**src/hdl/mhns_pkg.sv**
```systemverilog
// mhns_pkg: widths, register indexes and sequencer states shared by the
// min-wise hash neighbour select block and its channel interfaces.
// No dependencies.
package mhns_pkg;

  localparam int NODE_BITS    = 32;
  localparam int SRC_BITS     = 32;
  localparam int REG_BITS     = 63;
  localparam int HASH_BITS    = 64;
  localparam int CHOSEN_BITS  = SRC_BITS + 1;
  localparam int CFG_IDX_BITS = 2;
  localparam int MUL_LO_BITS  = 32;
  localparam int MUL_HI_BITS  = REG_BITS - MUL_LO_BITS;
  localparam int PROD_BITS    = NODE_BITS + MUL_LO_BITS;
  localparam int ACC_BITS     = NODE_BITS + REG_BITS + 1;
  localparam int CNT_BITS     = $clog2(ACC_BITS);

  typedef enum logic [CFG_IDX_BITS-1:0] {
    CFG_MULTIPLIER = 2'd0,
    CFG_OFFSET     = 2'd1,
    CFG_MODULUS    = 2'd2
  } cfg_index_t;

  typedef enum logic [2:0] {
    ST_IDLE,
    ST_MUL_LO,
    ST_MUL_HI,
    ST_ADD,
    ST_REDUCE,
    ST_UPDATE
  } state_t;

endpackage

```
**src/hdl/mhns_if.sv**
```systemverilog
// mhns_if: valid/ready channel interfaces for neighbour items, selection
// results and configuration writes.
// Depends on mhns_pkg.
interface mhns_req_if import mhns_pkg::*; ();
  logic                 valid;
  logic                 ready;
  logic [SRC_BITS-1:0]  source_node;
  logic [NODE_BITS-1:0] neighbour_id;
  logic                 last;
  logic                 empty_req;

  modport source (output valid, source_node, neighbour_id, last, empty_req, input ready);
  modport sink   (input valid, source_node, neighbour_id, last, empty_req, output ready);
endinterface

interface mhns_rsp_if import mhns_pkg::*; ();
  logic                          valid;
  logic                          ready;
  logic        [SRC_BITS-1:0]    result_source;
  logic signed [CHOSEN_BITS-1:0] chosen_node;

  modport source (output valid, result_source, chosen_node, input ready);
  modport sink   (input valid, result_source, chosen_node, output ready);
endinterface

interface mhns_cfg_if import mhns_pkg::*; ();
  logic                    valid;
  logic                    ready;
  logic [CFG_IDX_BITS-1:0] index;
  logic [REG_BITS-1:0]     data;

  modport source (output valid, index, data, input ready);
  modport sink   (input valid, index, data, output ready);
endinterface

```
**src/hdl/minhash_neighbour_select.sv**
```systemverilog
// minhash_neighbour_select: picks one neighbour per node by min-wise hashing.
// Depends on mhns_pkg and the channel interfaces in mhns_if.
//
// Each neighbour item is hashed as (id * a + b) mod m and the neighbour with
// the smallest hash is kept, the earlier one winning a tie; the item marked
// last delivers it with its source node, an item marked empty delivers -1.
// From acceptance until the block is ready again, a neighbour item passes
// twice through one 32x32 multiplier with 96-bit adds of the offset and the
// high product, then a bit-serial remainder taking one bit of the 96-bit sum
// per cycle, then the minimum update. Empty items skip to the update. A result
// sits in an output register; a final or empty item waits in its last cycle
// only while the previous result has not yet been taken. Configuration writes
// are taken in any cycle and must only be issued while the block is idle.
module minhash_neighbour_select import mhns_pkg::*; (
  input  logic       clk,
  input  logic       rst,
  mhns_cfg_if.sink   cfg,
  mhns_req_if.sink   req,
  mhns_rsp_if.source rsp
);

  state_t state, state_next;

  logic [REG_BITS-1:0]    mult, mult_next;
  logic [REG_BITS-1:0]    offset, offset_next;
  logic [REG_BITS-1:0]    modulus, modulus_next;
  logic [HASH_BITS-1:0]   best_hash, best_hash_next;
  logic [SRC_BITS-1:0]    best_node, best_node_next;
  logic [SRC_BITS-1:0]    src, src_next;
  logic [NODE_BITS-1:0]   node, node_next;
  logic                   last_q, last_q_next;
  logic                   empty_q, empty_q_next;
  logic [PROD_BITS-1:0]   prod, prod_next;
  logic [ACC_BITS-1:0]    acc, acc_next;
  logic [REG_BITS-1:0]    rem, rem_next;
  logic [CNT_BITS-1:0]    cnt, cnt_next;
  logic                   out_valid, out_valid_next;
  logic [SRC_BITS-1:0]    out_source, out_source_next;
  logic [CHOSEN_BITS-1:0] out_chosen, out_chosen_next;

  logic [REG_BITS-1:0]    mod_eff;
  logic [REG_BITS:0]      trial;
  logic [REG_BITS:0]      diff;
  logic                   fits;
  logic [MUL_LO_BITS-1:0] mul_b;
  logic [PROD_BITS-1:0]   mul_p;
  logic [HASH_BITS-1:0]   hash;
  logic                   better;
  logic                   blocked;
  logic [SRC_BITS-1:0]    win_node;

  assign cfg.ready         = 1'b1;
  assign req.ready         = (state == ST_IDLE);
  assign rsp.valid         = out_valid;
  assign rsp.result_source = out_source;
  assign rsp.chosen_node   = out_chosen;

  // shared datapath
  assign mod_eff = (modulus == '0) ? REG_BITS'(1) : modulus;
  assign trial   = {rem, acc[ACC_BITS-1]};
  assign diff    = trial - {1'b0, mod_eff};
  assign fits    = (trial >= {1'b0, mod_eff});
  assign mul_b   = (state == ST_MUL_LO) ? mult[MUL_LO_BITS-1:0]
                                        : MUL_LO_BITS'(mult[REG_BITS-1:MUL_LO_BITS]);
  assign mul_p   = PROD_BITS'(node) * PROD_BITS'(mul_b);
  assign hash    = HASH_BITS'(rem);
  assign better  = (hash < best_hash);
  assign win_node = better ? SRC_BITS'(node) : best_node;
  assign blocked = (last_q | empty_q) & out_valid & ~rsp.ready;

  always_ff @(posedge clk) begin
    if (rst) begin
      state     <= ST_IDLE;
      mult      <= '0;
      offset    <= '0;
      modulus   <= REG_BITS'(1);
      best_hash <= '1;
      best_node <= '0;
      out_valid <= 1'b0;
    end else begin
      state     <= state_next;
      mult      <= mult_next;
      offset    <= offset_next;
      modulus   <= modulus_next;
      best_hash <= best_hash_next;
      best_node <= best_node_next;
      out_valid <= out_valid_next;
    end
    src        <= src_next;
    node       <= node_next;
    last_q     <= last_q_next;
    empty_q    <= empty_q_next;
    prod       <= prod_next;
    acc        <= acc_next;
    rem        <= rem_next;
    cnt        <= cnt_next;
    out_source <= out_source_next;
    out_chosen <= out_chosen_next;
  end

  always_comb begin
    state_next      = state;
    mult_next       = mult;
    offset_next     = offset;
    modulus_next    = modulus;
    best_hash_next  = best_hash;
    best_node_next  = best_node;
    src_next        = src;
    node_next       = node;
    last_q_next     = last_q;
    empty_q_next    = empty_q;
    prod_next       = prod;
    acc_next        = acc;
    rem_next        = rem;
    cnt_next        = cnt;
    out_valid_next  = out_valid & ~rsp.ready;
    out_source_next = out_source;
    out_chosen_next = out_chosen;

    if (cfg.valid) begin
      unique case (cfg.index)
        CFG_MULTIPLIER: mult_next    = cfg.data;
        CFG_OFFSET:     offset_next  = cfg.data;
        CFG_MODULUS:    modulus_next = cfg.data;
        default: ;
      endcase
    end

    unique case (state)
      ST_IDLE: begin
        if (req.valid) begin
          src_next     = req.source_node;
          node_next    = req.neighbour_id;
          last_q_next  = req.last;
          empty_q_next = req.empty_req;
          state_next   = req.empty_req ? ST_UPDATE : ST_MUL_LO;
        end
      end
      ST_MUL_LO: begin
        prod_next  = mul_p;
        state_next = ST_MUL_HI;
      end
      ST_MUL_HI: begin
        acc_next   = ACC_BITS'(prod) + ACC_BITS'(offset);
        prod_next  = mul_p;
        state_next = ST_ADD;
      end
      ST_ADD: begin
        acc_next   = acc + {prod[ACC_BITS-MUL_LO_BITS-1:0], {MUL_LO_BITS{1'b0}}};
        rem_next   = '0;
        cnt_next   = CNT_BITS'(ACC_BITS - 1);
        state_next = ST_REDUCE;
      end
      ST_REDUCE: begin
        rem_next = fits ? diff[REG_BITS-1:0] : trial[REG_BITS-1:0];
        acc_next = acc << 1;
        cnt_next = cnt - CNT_BITS'(1);
        if (cnt == '0) begin
          state_next = ST_UPDATE;
        end
      end
      ST_UPDATE: begin
        if (!blocked) begin
          state_next = ST_IDLE;
          priority if (empty_q) begin
            best_hash_next  = '1;
            best_node_next  = '0;
            out_valid_next  = 1'b1;
            out_source_next = src;
            out_chosen_next = '1;
          end else if (last_q) begin
            best_hash_next  = '1;
            best_node_next  = win_node;
            out_valid_next  = 1'b1;
            out_source_next = src;
            out_chosen_next = {1'b0, win_node};
          end else begin
            best_hash_next = better ? hash : best_hash;
            best_node_next = win_node;
          end
        end
      end
      default: state_next = ST_IDLE;
    endcase
  end

endmodule

```
**src/flat_wrapper.sv**
```systemverilog
// flat-port wrapper written by rule: the top's interface ports become plain ports
module minhash_neighbour_select_flat import mhns_pkg::*;
  (clk, rst, cfg_valid, cfg_index, cfg_data, cfg_ready, req_valid, req_source_node, req_neighbour_id, req_last, req_empty_req, req_ready, rsp_valid, rsp_result_source, rsp_chosen_node, rsp_ready);
  mhns_cfg_if cfg_i ();
  mhns_req_if req_i ();
  mhns_rsp_if rsp_i ();
  input  logic clk;
  input  logic rst;
  input wire logic [$bits(cfg_i.valid)-1:0] cfg_valid;
  input wire logic [$bits(cfg_i.index)-1:0] cfg_index;
  input wire logic [$bits(cfg_i.data)-1:0] cfg_data;
  output wire logic [$bits(cfg_i.ready)-1:0] cfg_ready;
  input wire logic [$bits(req_i.valid)-1:0] req_valid;
  input wire logic [$bits(req_i.source_node)-1:0] req_source_node;
  input wire logic [$bits(req_i.neighbour_id)-1:0] req_neighbour_id;
  input wire logic [$bits(req_i.last)-1:0] req_last;
  input wire logic [$bits(req_i.empty_req)-1:0] req_empty_req;
  output wire logic [$bits(req_i.ready)-1:0] req_ready;
  output wire logic [$bits(rsp_i.valid)-1:0] rsp_valid;
  output wire logic [$bits(rsp_i.result_source)-1:0] rsp_result_source;
  output wire logic [$bits(rsp_i.chosen_node)-1:0] rsp_chosen_node;
  input wire logic [$bits(rsp_i.ready)-1:0] rsp_ready;
  assign cfg_i.valid = cfg_valid;
  assign cfg_i.index = cfg_index;
  assign cfg_i.data = cfg_data;
  assign cfg_ready = cfg_i.ready;
  assign req_i.valid = req_valid;
  assign req_i.source_node = req_source_node;
  assign req_i.neighbour_id = req_neighbour_id;
  assign req_i.last = req_last;
  assign req_i.empty_req = req_empty_req;
  assign req_ready = req_i.ready;
  assign rsp_valid = rsp_i.valid;
  assign rsp_result_source = rsp_i.result_source;
  assign rsp_chosen_node = rsp_i.chosen_node;
  assign rsp_i.ready = rsp_ready;
  minhash_neighbour_select u_core (.clk(clk), .rst(rst), .cfg(cfg_i), .req(req_i), .rsp(rsp_i));
endmodule
```
**config.mk**
```make
export PLATFORM = sky130hd
export DESIGN_NAME = minhash_neighbour_select_flat
export DESIGN_NICKNAME = d
export VERILOG_FILES = /design/src/hdl/mhns_pkg.sv /design/src/hdl/mhns_if.sv /design/src/hdl/minhash_neighbour_select.sv /design/src/flat_wrapper.sv
export SDC_FILE = /design/constraint.sdc
export NUM_CORES = 2
export LEC_CHECK = 0
export BUFFER_PORTS_ARGS = -buffer_cell sky130_fd_sc_hd__buf_2
export CORE_UTILIZATION = 55
export DETAILED_ROUTE_END_ITERATION = 8
export PLACE_DENSITY = 0.78
export SETUP_SLACK_MARGIN = 0.3
export SLEW_MARGIN = 10
export SYNTH_ARGS = -nofsm -noshare
export SYNTH_HDL_FRONTEND = slang
export SYNTH_SLANG_ARGS = --single-unit
```
**constraint.sdc**
```tcl
create_clock -name clk -period 11.8 [get_ports clk]
set_clock_uncertainty 0.05 [all_clocks]
set_input_delay 2.36 -clock clk [delete_from_list [all_inputs] [get_ports clk]]
set_output_delay 2.36 -clock clk [all_outputs]
set_load 0.02 [all_outputs]
```
==> flow_summary.ini <==
[pwr]
p_switching_mw = 4.36
comb_power_share_pct = 46.7
p_sw_share_pct = 42.4
internal-power_mw = 5.94
power_per_cell_area_nw_per_um2 = 139
finalPower_mw = 10.3
ir_drop_v = 0.000128
p_clk_share_pct = 23.2
p_seq_share_pct = 30.1
power_leakage_nw = 34.0

[setup_path]
start_kind = flip-flop
end_kind = flip-flop
crit_arrival_ps = 10470
path_class = reg -> reg
cp_data_required_time_ps = 12260
crit_fanout = 32

[floorplan]
die-area_um2 = 128000
rows = 130
die_x_um = 358
floorplan.initialDensity_pct = 55.5
die_height_um = 358
ios = 204
core-area_um2 = 126000

[sta]
finalCriticalPeriod_ps = 10010
slew_violations = 0
worst_slack_ps = 1790
slew_headroom_pct = 22.4
fin_crit_sh_pct = 84.8
max_freq_ghz = 0.0999
fin_hold_ws_ps = 359
rsz0062_at_grt = no
tightest_slew_ps = 1140
finalSetupViolCount = 0
fin_setup_tns_ps = 0
hold_viol_final = 0

[global_routing]
grtUsageTotal_pct = 31.1
grt_pass1_vias = 55564
grt_pass1_wl_mm = 308
grt-ovfl-total = 0
antenna_found_initial = 13
grt_max_degree = 87

[placed_design]
globalplace.congestion = 0.976
hpwl_mm = 154
place_ws_ps = 1960
placed_cells = 9021
io_buffers = 202
place_area_um2 = 71600

[clocking]
clock_latency_ps = 710
cts_setup_buffers = 0
clkSinkCount = 650
cts_buffer_depth = 3
cts_tree = yes
hold_buffers = 0
numCtsBuffers = 75
cts_resized = 0
clockRootBuffer = clkbuf_16
clk_pin_slew_worst_paths_ps = 70
cts_max_level = 3

[final_layout]
final_nets = 8999
multi_input_area_um2 = 47400
final_cell_mix = nand2_1 (1072), inv_1 (1067), fa_1 (899)
postLayoutCellArea_um2 = 74200
final_common_cell = nand2_1
seqCellArea_um2 = 16600
final_core_util_pct = 59.1
n_fill_cell = 10691
final_cells = 9169
area_growth_pct = 6.45
final_layout_size_suffix_gt1_share_pct = 6.18

[drt]
via_count = 54365
drt_iter0_markers = 4774
routedWlPerCell_um = 21.7
wl_mm = 199
drtPass1Iterations = 6
vias_per_cell = 5.93
ant_nets = 0
drc = 0

[synth]
ys_seq_elements = 650
synth-seq-area-share_pct = 23.9
synth_nets = 9099
syn_area_per_cell_um2 = 9.23
yosysWarnings = 0
syn_inst = 7548
netlist_area_um2 = 69700
ys_async_sr_fraction_pct = 0
synth_edf_count = 361
ys_types = 94
synth_flop_cell = edfxtp_1

[hold_path]
hold_path_class = reg -> reg

[job]
maxCapViolCount = 0

[status]
status = finished clean
cells in the mapped netlist, types with 9 or more instances:
| cell | instances | area (um^2) |
|---|---|---|
| a22o_1 | 51 | 447 |
| and4_1 | 12 | 105 |
| or2_2 | 10 | 62.6 |
| nand3_1 | 65 | 325 |
| nor2b_1 | 78 | 488 |
| a22oi_1 | 21 | 158 |
| o22ai_1 | 10 | 62.6 |
| fa_1 | 899 | 18000 |
| o21bai_1 | 40 | 300 |
| ha_1 | 516 | 6460 |
| nand2b_1 | 23 | 144 |
| xor2_1 | 90 | 788 |
| clkbuf_1 | 400 | 1500 |
| nor3_1 | 40 | 200 |
| o21ai_1 | 21 | 105 |
| dfxtp_1 | 289 | 5790 |
| o211ai_1 | 15 | 113 |
| nor2_1 | 207 | 777 |
| o221ai_1 | 13 | 114 |
| o31ai_1 | 13 | 97.6 |
| nor4_1 | 26 | 163 |
| a21boi_0 | 9 | 67.6 |
| a211oi_1 | 37 | 278 |
| o22a_1 | 64 | 561 |
| and2_1 | 541 | 3380 |
| mux2_2 | 29 | 327 |
| a221o_1 | 10 | 100 |
| a31oi_1 | 21 | 131 |
| buf_2 | 30 | 150 |
| a21oi_1 | 504 | 2520 |
| o21a_1 | 36 | 270 |
| inv_1 | 1067 | 4010 |
| nand4_1 | 87 | 544 |
| and3_1 | 52 | 325 |
| mux2i_1 | 74 | 741 |
| xnor2_1 | 147 | 1290 |
| nand2_1 | 1073 | 4030 |
| a211o_1 | 13 | 114 |
| a221oi_1 | 15 | 131 |
| o21ai_0 | 222 | 1110 |
| a21o_1 | 178 | 1340 |
| or3_1 | 12 | 75.1 |
| edfxtp_1 | 361 | 10800 |
worst max-delay path, cell delays in order, from the launching register on:
cell and delay, ps:
dfxtp_1 500, nor3b_2 250, buf_4 500, mux2i_4 1020
nor2b_1 180, fa_1 500, fa_1 540, inv_1 50
fa_1 470, fa_1 520, inv_1 60, fa_1 550
fa_1 430, fa_1 510, fa_1 420, ha_1 380
a21oi_1 290, o21ai_0 170, a221o_1 370, a21oi_1 260
o2111ai_1 140, nand3_1 130, nor4bb_1 660, o21ai_1 210
o22a_1 250, mux2i_1 140, a221oi_1 210
logic make-up after synthesis:
group                    Yosys count  synth area share (%)
adder cells (fa/ha/maj)         1415                  35.1
XOR/XNOR                         237                  2.98
buffers and inverters           1512                  8.23
flip-flops                       650                  23.9
other                              1               0.00538
AO/OA/AOI/OAI                   1377                  12.7
AND/OR/NAND/NOR                 2253                  15.6
multiplexers                     103                  1.53
state kept, by name (all words and copies together), names as in the netlist:
register,flops
u_core.node,32
u_core.prod,64
u_core.offset,63
u_core.empty_q,1
u_core.cnt,7
u_core.src,32
u_core.rsp.result_source,32
u_core.rem,63
u_core.acc,96
u_core.state,3
u_core.mult,63
u_core.rsp.valid,1
u_core.modulus,63
u_core.rsp.chosen_node,33
u_core.best_node,32
u_core.best_hash,64
u_core.last_q,1
per-layer routing:
metal | share of wire (%) | wire length [um] | vias up | global-route usage (%)
met5 | 0.063 | 126 | - | 0
met1 | 39 | 78300 | 27246 | 40.0
met3 | 8.5 | 16900 | 484 | 6.04
met4 | 4.3 | 8620 | 16 | 13.1
li1 | - | - | 24439 | -
met2 | 48 | 94900 | 2180 | 51.4
power groups by stage:
stage / clock network (mW) / logic, mW / registers, mW
2_1_floorplan: 0 / 3.53 / 2.95
3_3_place_gp: 0 / 4.64 / 3.12
3_5_place_dp: 0 / 4.73 / 3.12
4_1_cts: 2.43 / 4.76 / 3.08
5_1_grt: 2.51 / 5.31 / 3.10
6_report: 2.39 / 4.81 / 3.10
cell type report:
class                      instances  share of cell area, %
clock buffer                     111                   2.91
tap                             1650                   2.78
inverter                        1068                   5.41
clock inverter                    29                  0.467
timing repair buffer             267                   2.03
multi-input combinational       5386                   64.0
antenna                            8                 0.0270
sequential                       650                   22.4
final timing paths:
path / start / endpoint / slack (ps) / cells past startpoint
worst min register to register: u_core.src[13] / u_core.rsp.result_source[13] / 360 / 0
worst min-delay path: u_core.src[13] / u_core.rsp.result_source[13] / 360 / 0
worst max-delay path: u_core.state[2] / u_core.prod[63] / 1790 / 26
worst max register to register: u_core.state[2] / u_core.prod[63] / 1790 / 26
Note: power is estimated with default switching activity, not from simulation.
